===== src/sv/cdt_pkg.sv =====
// Package for the countdown timer: transfer types, command codes and segment decode.
`default_nettype none

package cdt_pkg;

    typedef enum logic [2:0] {
        KIND_TICK     = 3'd0,
        KIND_RUN      = 3'd1,
        KIND_STOP     = 3'd2,
        KIND_DISP_ON  = 3'd3,
        KIND_DISP_OFF = 3'd4,
        KIND_LOAD     = 3'd5
    } kind_t;

    localparam logic [6:0] MAX_TWO_DIGIT     = 7'd99;
    localparam logic [6:0] SECONDS_RELOAD    = 7'd59;
    localparam logic [6:0] HUNDREDTHS_RELOAD = 7'd99;

    localparam logic [6:0] RESET_MINUTES    = 7'd59;
    localparam logic [6:0] RESET_SECONDS    = 7'd59;
    localparam logic [6:0] RESET_HUNDREDTHS = 7'd99;

    // gfedcba codes for the decimal digits
    localparam logic [7:0] SEG_CODE [10] = '{
        8'h3F, 8'h06, 8'h5B, 8'h4F, 8'h66, 8'h6D, 8'h7D, 8'h07, 8'h7F, 8'h6F
    };

    typedef struct packed {
        logic [2:0] kind;
        logic [6:0] load_minutes;
        logic [6:0] load_seconds;
        logic [6:0] load_hundredths;
    } item_t;

    typedef struct packed {
        logic [6:0]  minutes;
        logic [6:0]  seconds;
        logic [6:0]  hundredths;
        logic        running;
        logic [31:0] digits_low_word;
        logic [15:0] digits_high_word;
        logic        digits_written;
    } result_t;

    typedef struct packed {
        logic [6:0] minutes;
        logic [6:0] seconds;
        logic [6:0] hundredths;
        logic       stopped;
        logic       display_on;
    } timer_state_t;

    function automatic logic [6:0] sat99(input logic [6:0] v);
        return (v > MAX_TWO_DIGIT) ? MAX_TWO_DIGIT : v;
    endfunction

    // Tens code in 15:8, ones code in 7:0. Tens found by threshold compares.
    function automatic logic [15:0] two_digits(input logic [6:0] v);
        logic [6:0] s;
        logic [3:0] tens;
        logic [6:0] ones;
        s    = sat99(v);
        tens = '0;
        for (int i = 1; i < 10; i++) begin
            if (s >= 7'(i * 10)) begin
                tens = 4'(i);
            end
        end
        ones = s - (7'(tens) * 7'd10);
        return {SEG_CODE[tens], SEG_CODE[ones[3:0]]};
    endfunction

endpackage

`default_nettype wire


===== src/sv/cdt_step.sv =====
// Next-state and result logic for one timer transfer.
`default_nettype none

module cdt_step (
    input  wire cdt_pkg::timer_state_t cur,
    input  wire cdt_pkg::item_t        item,
    output cdt_pkg::timer_state_t      nxt,
    output cdt_pkg::result_t           result
);
    import cdt_pkg::*;

    logic [15:0] sec_code;
    logic [15:0] hun_code;
    logic [15:0] min_code;
    logic        written;
    logic        show;

    always_comb
    begin
        nxt     = cur;
        written = 1'b0;
        show    = 1'b0;
        case (item.kind)
            KIND_TICK:
            begin
                if (!cur.stopped)
                begin
                    if (cur.hundredths != 7'd0)
                    begin
                        nxt.hundredths = cur.hundredths - 7'd1;
                    end
                    else if (cur.seconds != 7'd0)
                    begin
                        nxt.hundredths = HUNDREDTHS_RELOAD;
                        nxt.seconds    = cur.seconds - 7'd1;
                    end
                    else if (cur.minutes != 7'd0)
                    begin
                        nxt.hundredths = HUNDREDTHS_RELOAD;
                        nxt.seconds    = SECONDS_RELOAD;
                        nxt.minutes    = cur.minutes - 7'd1;
                    end
                    else
                    begin
                        // ran out: clamp at zero and stop
                        nxt.hundredths = 7'd0;
                        nxt.seconds    = 7'd0;
                        nxt.minutes    = 7'd0;
                        nxt.stopped    = 1'b1;
                    end
                end
                written = cur.display_on;
                show    = cur.display_on;
            end
            KIND_RUN:      nxt.stopped = 1'b0;
            KIND_STOP:     nxt.stopped = 1'b1;
            KIND_DISP_ON:  nxt.display_on = 1'b1;
            KIND_DISP_OFF:
            begin
                nxt.display_on = 1'b0;
                written        = 1'b1;
            end
            KIND_LOAD:
            begin
                nxt.minutes    = sat99(item.load_minutes);
                nxt.seconds    = sat99(item.load_seconds);
                nxt.hundredths = sat99(item.load_hundredths);
            end
            default: ;
        endcase
    end

    assign sec_code = two_digits(nxt.seconds);
    assign hun_code = two_digits(nxt.hundredths);
    assign min_code = two_digits(nxt.minutes);

    always_comb
    begin
        result.minutes          = nxt.minutes;
        result.seconds          = nxt.seconds;
        result.hundredths       = nxt.hundredths;
        result.running          = ~nxt.stopped;
        result.digits_low_word  = show ? {sec_code, hun_code} : 32'd0;
        result.digits_high_word = show ? min_code : 16'd0;
        result.digits_written   = written;
    end

endmodule

`default_nettype wire


===== src/sv/countdown_timer_seven_segment.sv =====
// Top level of the countdown timer with seven-segment digit words.
`default_nettype none

// Countdown timer of minutes, seconds and hundredths. Each input transfer is
// a tick or a command (run, stop, display on, display off, load time) and
// gives exactly one result transfer carrying the counts after the item, the
// running flag and, for a tick with the display on or for display off, the
// digit words (gfedcba codes; zero when not written). The block takes one
// transfer per cycle while the result side does not stall: a transfer lands
// in the input register, then the timer state and the result register update
// together when the item is consumed. Updating the state as each item is
// consumed is what allows each item to see the state left by the one before
// it. Stall on the result side backs up through the input register; the input
// register still takes a transfer while a finished result waits, if it is
// empty. After reset the timer holds 59:59.99, counting enabled, display off.
module countdown_timer_seven_segment (
    input  wire                   clk,
    input  wire                   rst_n,
    input  wire                   item_valid,
    output logic                  item_stall,
    input  wire cdt_pkg::item_t   item,
    output logic                  result_valid,
    input  wire                   result_stall,
    output cdt_pkg::result_t      result
);
    import cdt_pkg::*;

    item_t        item_reg;
    logic         item_valid_reg;
    result_t      result_reg;
    logic         result_valid_reg;
    timer_state_t state_reg;
    timer_state_t state_next;
    result_t      result_next;

    logic advance;   // result register free to load
    logic consume;   // held item is processed this cycle
    logic take;      // input transfer this cycle

    assign advance    = ~result_valid_reg | ~result_stall;
    assign consume    = item_valid_reg & advance;
    assign item_stall = item_valid_reg & ~advance;
    assign take       = item_valid & ~item_stall;

    cdt_step u_step (
        .cur    (state_reg),
        .item   (item_reg),
        .nxt    (state_next),
        .result (result_next)
    );

    // input register
    always_ff @(posedge clk or negedge rst_n)
    begin
        if (!rst_n)
        begin
            item_valid_reg <= 1'b0;
        end
        else if (take)
        begin
            item_valid_reg <= 1'b1;
        end
        else if (consume)
        begin
            item_valid_reg <= 1'b0;
        end
    end

    always_ff @(posedge clk)
    begin
        if (take)
        begin
            item_reg <= item;
        end
    end

    // timer state, updated as each item is consumed
    always_ff @(posedge clk or negedge rst_n)
    begin
        if (!rst_n)
        begin
            state_reg.minutes    <= RESET_MINUTES;
            state_reg.seconds    <= RESET_SECONDS;
            state_reg.hundredths <= RESET_HUNDREDTHS;
            state_reg.stopped    <= 1'b0;
            state_reg.display_on <= 1'b0;
        end
        else if (consume)
        begin
            state_reg <= state_next;
        end
    end

    // result register
    always_ff @(posedge clk or negedge rst_n)
    begin
        if (!rst_n)
        begin
            result_valid_reg <= 1'b0;
        end
        else if (advance)
        begin
            result_valid_reg <= item_valid_reg;
        end
    end

    always_ff @(posedge clk)
    begin
        if (consume)
        begin
            result_reg <= result_next;
        end
    end

    assign result_valid = result_valid_reg;
    assign result       = result_reg;

    // counts never leave the two-digit range
    a_counts_in_range: assert property (@(posedge clk) disable iff (!rst_n)
        state_reg.minutes <= MAX_TWO_DIGIT && state_reg.seconds <= MAX_TWO_DIGIT &&
        state_reg.hundredths <= MAX_TWO_DIGIT)
        else $error("timer count out of range");

    // state only moves when an item is consumed
    a_state_hold: assert property (@(posedge clk) disable iff (!rst_n)
        !consume |=> $stable(state_reg))
        else $error("timer state changed without an item");

    // result reflects the state it left behind
    a_result_matches_state: assert property (@(posedge clk) disable iff (!rst_n)
        consume |=> result_reg.running == !state_reg.stopped &&
                    result_reg.minutes == state_reg.minutes &&
                    result_reg.seconds == state_reg.seconds &&
                    result_reg.hundredths == state_reg.hundredths)
        else $error("result does not match timer state");

    // unwritten digit words read as zero
    a_words_zero: assert property (@(posedge clk) disable iff (!rst_n)
        result_valid_reg && !result_reg.digits_written |->
            result_reg.digits_low_word == 32'd0 && result_reg.digits_high_word == 16'd0)
        else $error("digit words set without a write");

endmodule

`default_nettype wire


===== config.mk =====
export PLATFORM = sky130hd
export DESIGN_NAME = countdown_timer_seven_segment
export DESIGN_NICKNAME = d
export VERILOG_FILES = /design/src/sv/cdt_pkg.sv /design/src/sv/cdt_step.sv /design/src/sv/countdown_timer_seven_segment.sv
export SDC_FILE = /design/constraint.sdc
export NUM_CORES = 1
export LEC_CHECK = 0
export BUFFER_PORTS_ARGS = -buffer_cell sky130_fd_sc_hd__buf_2
export CAP_MARGIN = 20
export CORE_ASPECT_RATIO = 2
export CORE_MARGIN = 4
export CORE_UTILIZATION = 55
export CTS_CLUSTER_DIAMETER = 200
export DETAILED_ROUTE_END_ITERATION = 16
export GPL_TIMING_DRIVEN = 1
export HOLD_SLACK_MARGIN = 0.06
export PLACE_DENSITY = 0.75
export SYNTH_ARGS = -nofsm -noshare
export SYNTH_HDL_FRONTEND = slang
export SYNTH_HIERARCHICAL = 1
export SYNTH_SLANG_ARGS = --single-unit

===== constraint.sdc =====
create_clock -name clk -period 7.6 [get_ports clk]
set_input_delay 1.14 -clock clk [delete_from_list [all_inputs] [get_ports clk]]
set_output_delay 1.14 -clock clk [all_outputs]
set_load 0.02 [all_outputs]

==> impl_metrics.py, run 1 <==
metrics = {
    "outcome": {
        "status": "completed",
    },
    "synth": {
        "synth_seq_cells": 120,
        "synth-main-ff-cell": "edfxtp_1",
        "synth_seq_area_share": 0.472,
        "synth.distinct_cells": 90,
        "avgSynthCellArea_um2": 10.8,
        "async_flop_share": 0.208,
        "synth_edf_count": 95,
        "yosys_warnings": 6,
        "syn_area_um2": 7400,
        "synth_cells": 686,
    },
    "sta": {
        "fmax_mhz": 174,
        "fin_crit_ns": 5.75,
        "relSlewSlack": 0.360,
        "setup_viol": 0,
        "skew_ns": 0.00987,
        "hold_violations": 0,
        "maxSlewViolCount": 0,
        "tightest_slew_ns": 0.960,
        "hold_ws_ns": 0.496,
        "setup_tns_ns": 0,
        "fin_crit_sh": 0.757,
        "grt_setup_unrepaired": "false",
    },
    "detailed_routing": {
        "drtIter0Drc": 647,
        "route.detailed.drc": 0,
        "ant_nets": 0,
        "wire_per_inst_um": 18.0,
        "via_per_inst": 6.17,
        "first_pass_iters": 6,
        "drt_wl_total_um": 16600,
        "routed-via-count": 5694,
    },
    "critical_path": {
        "crit_fanout": 17,
        "critPathTopFamily": "simple AND/OR/NAND/NOR gates",
        "critPathArrivalTime_ns": 5.90,
        "start_kind": "register",
        "end_kind": "register",
        "max_stage_delay_ns": 0.68,
        "critPathBufInv": 3,
        "required_ns": 7.75,
        "crit_type": "register to register",
        "crit_chain": "or3_1 > nor3_1 > o21ai_1 > o211ai_1 > a22oi_1 > inv_2 > o32ai_1 > nor4_1 > o32ai_1 > o21ai_0 > ha_1 > inv_1 > fa_1 > inv_1 > nor4_1 > or3_1 > a21oi_1",
        "slowest_stage": "or3_1",
    },
    "layout": {
        "final_common_cell": "buf_2",
        "fillCellCount": 1055,
        "num-nets-final": 827,
        "largest_reg_flops": 71,
        "most-common-layout-cells": "buf_2, edfxtp_1, a21oi_1",
        "fin_cells": 923,
        "multiInputGateArea_um2": 3400,
        "synthToLayoutAreaGrowth_pct": 13.9,
        "n_antenna_cell": 0,
        "drive_above_1_share": 0.287,
        "seqCellArea_um2": 3500,
    },
    "cts": {
        "clkSlewWorstSetupHoldPaths_ns": 0.06,
        "cts_num_sinks": 120,
        "root_buffer": "clkbuf_16",
        "post-cts-setup-buffers": 0,
        "insertion_delay_ns": 0.42,
        "clock_path_buffers": 2,
        "h-tree-depth": 4,
        "numCtsBuffers": 17,
        "cts_tree": "built",
        "hold_buffers": 0,
        "cts_resized": 0,
    },
    "power": {
        "power_density_nw_per_um2": 466,
        "irDropWorstVdd_mv": 0.254,
        "leakagePower_nw": 3.51,
        "power_mw": 3.93,
    },
    "floorplan": {
        "start_util": 0.564,
        "die_area_um2": 15500,
        "fp.dieH_um": 172,
        "num_rows": 59,
        "fp.coreArea_um2": 13100,
        "die_x_um": 90.0,
        "num_io_pins": 101,
    },
    "placed_design": {
        "dpl.cell_count": 890,
        "place_congestion": 1.10,
        "dp_hpwl_um": 11800,
        "port_buffers": 100,
    },
    "global_routing": {
        "grt_pass1_vias": 5705,
        "grt_usage": 0.218,
        "grtUsageMet2": 0.397,
        "grt_antenna_before_repair": 0,
        "grt_max_degree": 59,
        "busiest_layer": "met2",
        "gr-total-overflow": 0,
        "gr-usage-met3": 0.0496,
        "grt_pass1_wl_um": 27100,
        "gr-usage-met1": 0.225,
    },
    "worst_hold_path": {
        "worstHoldPathType": "register to register",
    },
    "job": {
        "maxCapViolCount": 0,
    },
}
final timing paths:
kind | start | endpoint | slack (ns) | cells past startpoint
min in group asynchronous | rst_n | state_reg[18] | 0.73 | 1
setup reg to reg | item_reg[23] | result[37] | 1.85 | 17
hold / removal | item_valid_reg | result_valid | 0.50 | 1
max in group asynchronous | rst_n | state_reg[5] | 6.45 | 1
setup / recovery | item_reg[23] | result[37] | 1.85 | 17
hold reg to reg | item_valid_reg | result_valid | 0.50 | 1
worst register-to-register path: stages, from the launching register on:
cell and delay [ns]:
edfxtp_1 0.59, or3_1 0.68, nor3_1 0.50, o21ai_1 0.22, o211ai_1 0.23, a22oi_1 0.30, inv_2 0.27, o32ai_1 0.12
nor4_1 0.29, o32ai_1 0.16, o21ai_0 0.44, ha_1 0.23, inv_1 0.05, fa_1 0.65, inv_1 0.11, nor4_1 0.39
or3_1 0.18, a21oi_1 0.06
cells by family after synthesis:
family	synth area share
other	0.000506
multiplexers	0.0563
AND/OR/NAND/NOR	0.137
flip-flops	0.472
AO/OA/AOI/OAI	0.177
XOR/XNOR	0.0127
buffers and inverters	0.0718
adder cells (fa/ha/maj)	0.0723
layout make-up:
type | count | share of cell area
Timing Repair Buffer | 103 | 0.0644
Clock inverter | 15 | 0.0227
Sequential cell | 120 | 0.415
Clock buffer | 17 | 0.0504
Inverter | 51 | 0.0227
Tap cell | 152 | 0.0226
Multi-Input combinational cell | 465 | 0.403
power by group:
group / internal, mW / leakage (nW) / switching [mW] / total, mW
sequential: 0.898 / 1.21 / 0.128 / 1.03
combinational: 0.777 / 2.00 / 1.29 / 2.07
clock: 0.523 / 0.297 / 0.311 / 0.835
total: 2.20 / 3.51 / 1.73 / 3.93
metrics by stage:
stage          worst slack (ns)  instance area (um^2)  utilization
2_1_floorplan              2.79                  7420            -
6_report                   1.85                  8430        0.642
5_1_grt                    1.43                  8430        0.642
3_3_place_gp               2.41                  7790        0.593
3_5_place_dp               2.04                  7790        0.593
4_1_cts                    2.00                  8410        0.640
synthesized netlist by cell type (3+ instances only):
master    count  share of area
edfxtp_1     95           0.39
a21oi_1      58          0.039
o21ai_0      42          0.028
inv_1        41          0.021
ha_1         38          0.064
nor2_1       38          0.019
nand2_1      32          0.016
mux2_2       29          0.044
buf_4        28          0.028
clkbuf_1     18         0.0091
nor3_1       16          0.011
dfstp_2      14          0.050
nor4_1       14          0.012
dfrtp_1      11          0.037
nand3_1      11         0.0074
and2_1       10         0.0084
a31oi_1       9         0.0076
inv_2         9         0.0046
mux2i_1       9          0.012
nand2b_1      9         0.0076
or3_1         9         0.0076
o211ai_1      8         0.0081
a22oi_1       7         0.0071
or2_2         7         0.0059
a211oi_1      5         0.0051
and3_1        5         0.0042
buf_2         5         0.0034
o211a_1       5         0.0068
a21o_1        4         0.0041
a221oi_1      4         0.0047
o21a_1        4         0.0041
o31a_1        4         0.0047
o41ai_1       4         0.0047
xor2_1        4         0.0047
a211o_1       3         0.0035
a311oi_1      3         0.0035
buf_6         3         0.0046
fa_1          3         0.0081
o32ai_1       3         0.0035
or2_1         3         0.0025
xnor2_1       3         0.0035
metal layers:
| layer | up-vias | wire length [um] |
|---|---|---|
| li1 | 2687 | - |
| met1 | 2649 | 5940 |
| met2 | 284 | 8790 |
| met3 | 74 | 1060 |
| met4 | 0 | 801 |
| met5 | - | 0 |
(Power assumes the default switching activity.)
==> run 2: changes to the inputs <==
CORE_UTILIZATION = 53   (was 55)
clock period = 5.1 ns   (was 7.6 ns; I/O delays follow)
==> run 2 against run 1 <==
Effect of this change:
- die area grew 3.5%
- core utilization shrank 0.25 points
- critical path type unchanged
- sequential power grew 47%
- largest cell class unchanged
- register-to-register slack lost 1.6 ns
- sequential share of layout area shrank 1.2 points
- worst hold slack lost 0.12 ns
- first-iteration DRC count shrank 44%
- critical path depth grew 1
==> impl_metrics.py, run 2 (synthesized netlist as in run 1, its figures left out) <==
metrics = {
    "layout": {
        "n_antenna_cell": 0,
        "fin_area_um2": 8690,
        "num-nets-final": 856,
        "drive_above_1_share": 0.313,
        "fin_cells": 985,
        "fillCellCount": 1063,
        "synthToLayoutAreaGrowth_pct": 17.3,
        "final_common_cell": "buf_2",
        "most-common-layout-cells": "buf_2, edfxtp_1, a21oi_1",
        "fin_util": 0.639,
        "largest_reg_flops": 71,
    },
    "placed_design": {
        "port_buffers": 100,
        "dpl.cell_count": 953,
        "place_congestion": 0.961,
        "dp_slack_ns": 0.217,
        "postPlaceCellArea_um2": 8060,
        "dp_hpwl_um": 13000,
    },
    "critical_path": {
        "crit_fanout": 10,
        "rrSetupSlack_ns": 0.27,
        "critPathArrivalTime_ns": 4.97,
        "start_kind": "register",
        "worstRegToRegCells": 18,
        "timing.rr.start": "state_reg[9]",
        "crit_type": "register to register",
        "required_ns": 5.24,
        "end_kind": "register",
        "regToRegEndpoint": "result[3]",
    },
    "global_routing": {
        "gr-total-overflow": 0,
        "grt_max_degree": 64,
        "grt_antenna_before_repair": 0,
        "grt_pass1_vias": 5813,
        "grt_pass1_wl_um": 28300,
        "grt_usage": 0.220,
    },
    "detailed_routing": {
        "routed-via-count": 5795,
        "drt-met1-wl_um": 6530,
        "top_layer": "met4",
        "ant_nets": 0,
        "wl_met2_um": 9280,
        "drtIter0Drc": 363,
        "wire_per_inst_um": 17.6,
        "route.detailed.drc": 0,
        "first_pass_iters": 5,
        "via_per_inst": 5.88,
        "drt_wl_total_um": 17400,
        "routed-wl-met3_um": 802,
    },
    "sta": {
        "relSlewSlack": 0.360,
        "fmax_mhz": 207,
        "hold_ws_ns": 0.377,
        "setup_viol": 0,
        "maxSlewViolCount": 0,
        "setup_tns_ns": 0,
        "setup_slack_ns": 0.267,
        "tightest_slew_ns": 0.960,
        "hold_violations": 0,
        "grt_setup_unrepaired": "false",
        "fin_crit_sh": 0.948,
        "fin_crit_ns": 4.83,
        "skew_ns": 0.0128,
    },
    "floorplan": {
        "fp.dieH_um": 175,
        "start_util": 0.545,
        "num_rows": 60,
        "fp.coreArea_um2": 13600,
        "die_x_um": 91.6,
        "num_io_pins": 101,
        "die_area_um2": 16000,
    },
    "cts": {
        "numCtsBuffers": 17,
        "clkSlewWorstSetupHoldPaths_ns": 0.06,
        "h-tree-depth": 4,
        "hold_buffers": 0,
        "root_buffer": "clkbuf_16",
        "insertion_delay_ns": 0.41,
        "cts_tree": "built",
        "cts_resized": 0,
        "cts_num_sinks": 120,
        "clock_path_buffers": 2,
        "post-cts-setup-buffers": 0,
    },
    "worst_hold_path": {
        "worstHoldPathType": "input port to asynchronous set/reset pin",
    },
    "power": {
        "power_density_nw_per_um2": 691,
        "power_mw": 6.00,
        "leakagePower_nw": 3.63,
        "irDropWorstVdd_mv": 0.307,
    },
    "job": {
        "maxCapViolCount": 0,
    },
    "outcome": {
        "status": "completed",
    },
}
## run 2: metal layers
metal / track usage / vias to the layer above
li1: - / 2742
met1: 0.237 / 2768
met2: 0.405 / 228
met3: 0.0332 / 57
met4: 0.118 / 0
met5: 0 / -
## run 2: worst max-delay path: stages (launching register included)
cell      delay, ns
dfstp_2        0.39
inv_1          0.09
ha_1           0.21
nor4b_2        0.42
nand4_4        0.27
or2_1          0.31
o41a_1         0.33
and2_1         0.27
and4_1         0.26
a21oi_1        0.23
o221ai_4       0.15
inv_1          0.12
ha_1           0.15
inv_1          0.04
fa_1           0.40
nor4_2         0.32
or2_1          0.20
xor2_2         0.28
a31oi_1        0.12
## run 2: cell type report
class,instances,area [um^2],share of cell area
timing repair buffer,132,773,0.0890
inverter,51,191,0.0220
clock inverter,11,108,0.0124
tap,186,233,0.0268
multi-input combinational,465,3450,0.397
clock buffer,20,437,0.0503
sequential,120,3500,0.402
## run 2: how the worst max path moves through the flow
stage,startpoint,end,slack (ns)
final,state_reg[9],result[3],0.27
after global routing,state_reg[2],result[37],0.01
after CTS,state_reg[6],result[37],0.21
after detailed placement,state_reg[2],result[4],0.22
after global placement,state_reg[6],result[37],0.35
after floorplan,item_reg[23],result[37],0.29
## run 2: report_power, final
part / switching, mW / internal [mW] / total, mW / leakage [nW]
Combinational: 2.03 / 1.34 / 3.37 / 2.15
Sequential: 0.173 / 1.34 / 1.51 / 1.21
Clock: 0.412 / 0.707 / 1.12 / 0.264
Total: 2.61 / 3.39 / 6.00 / 3.63
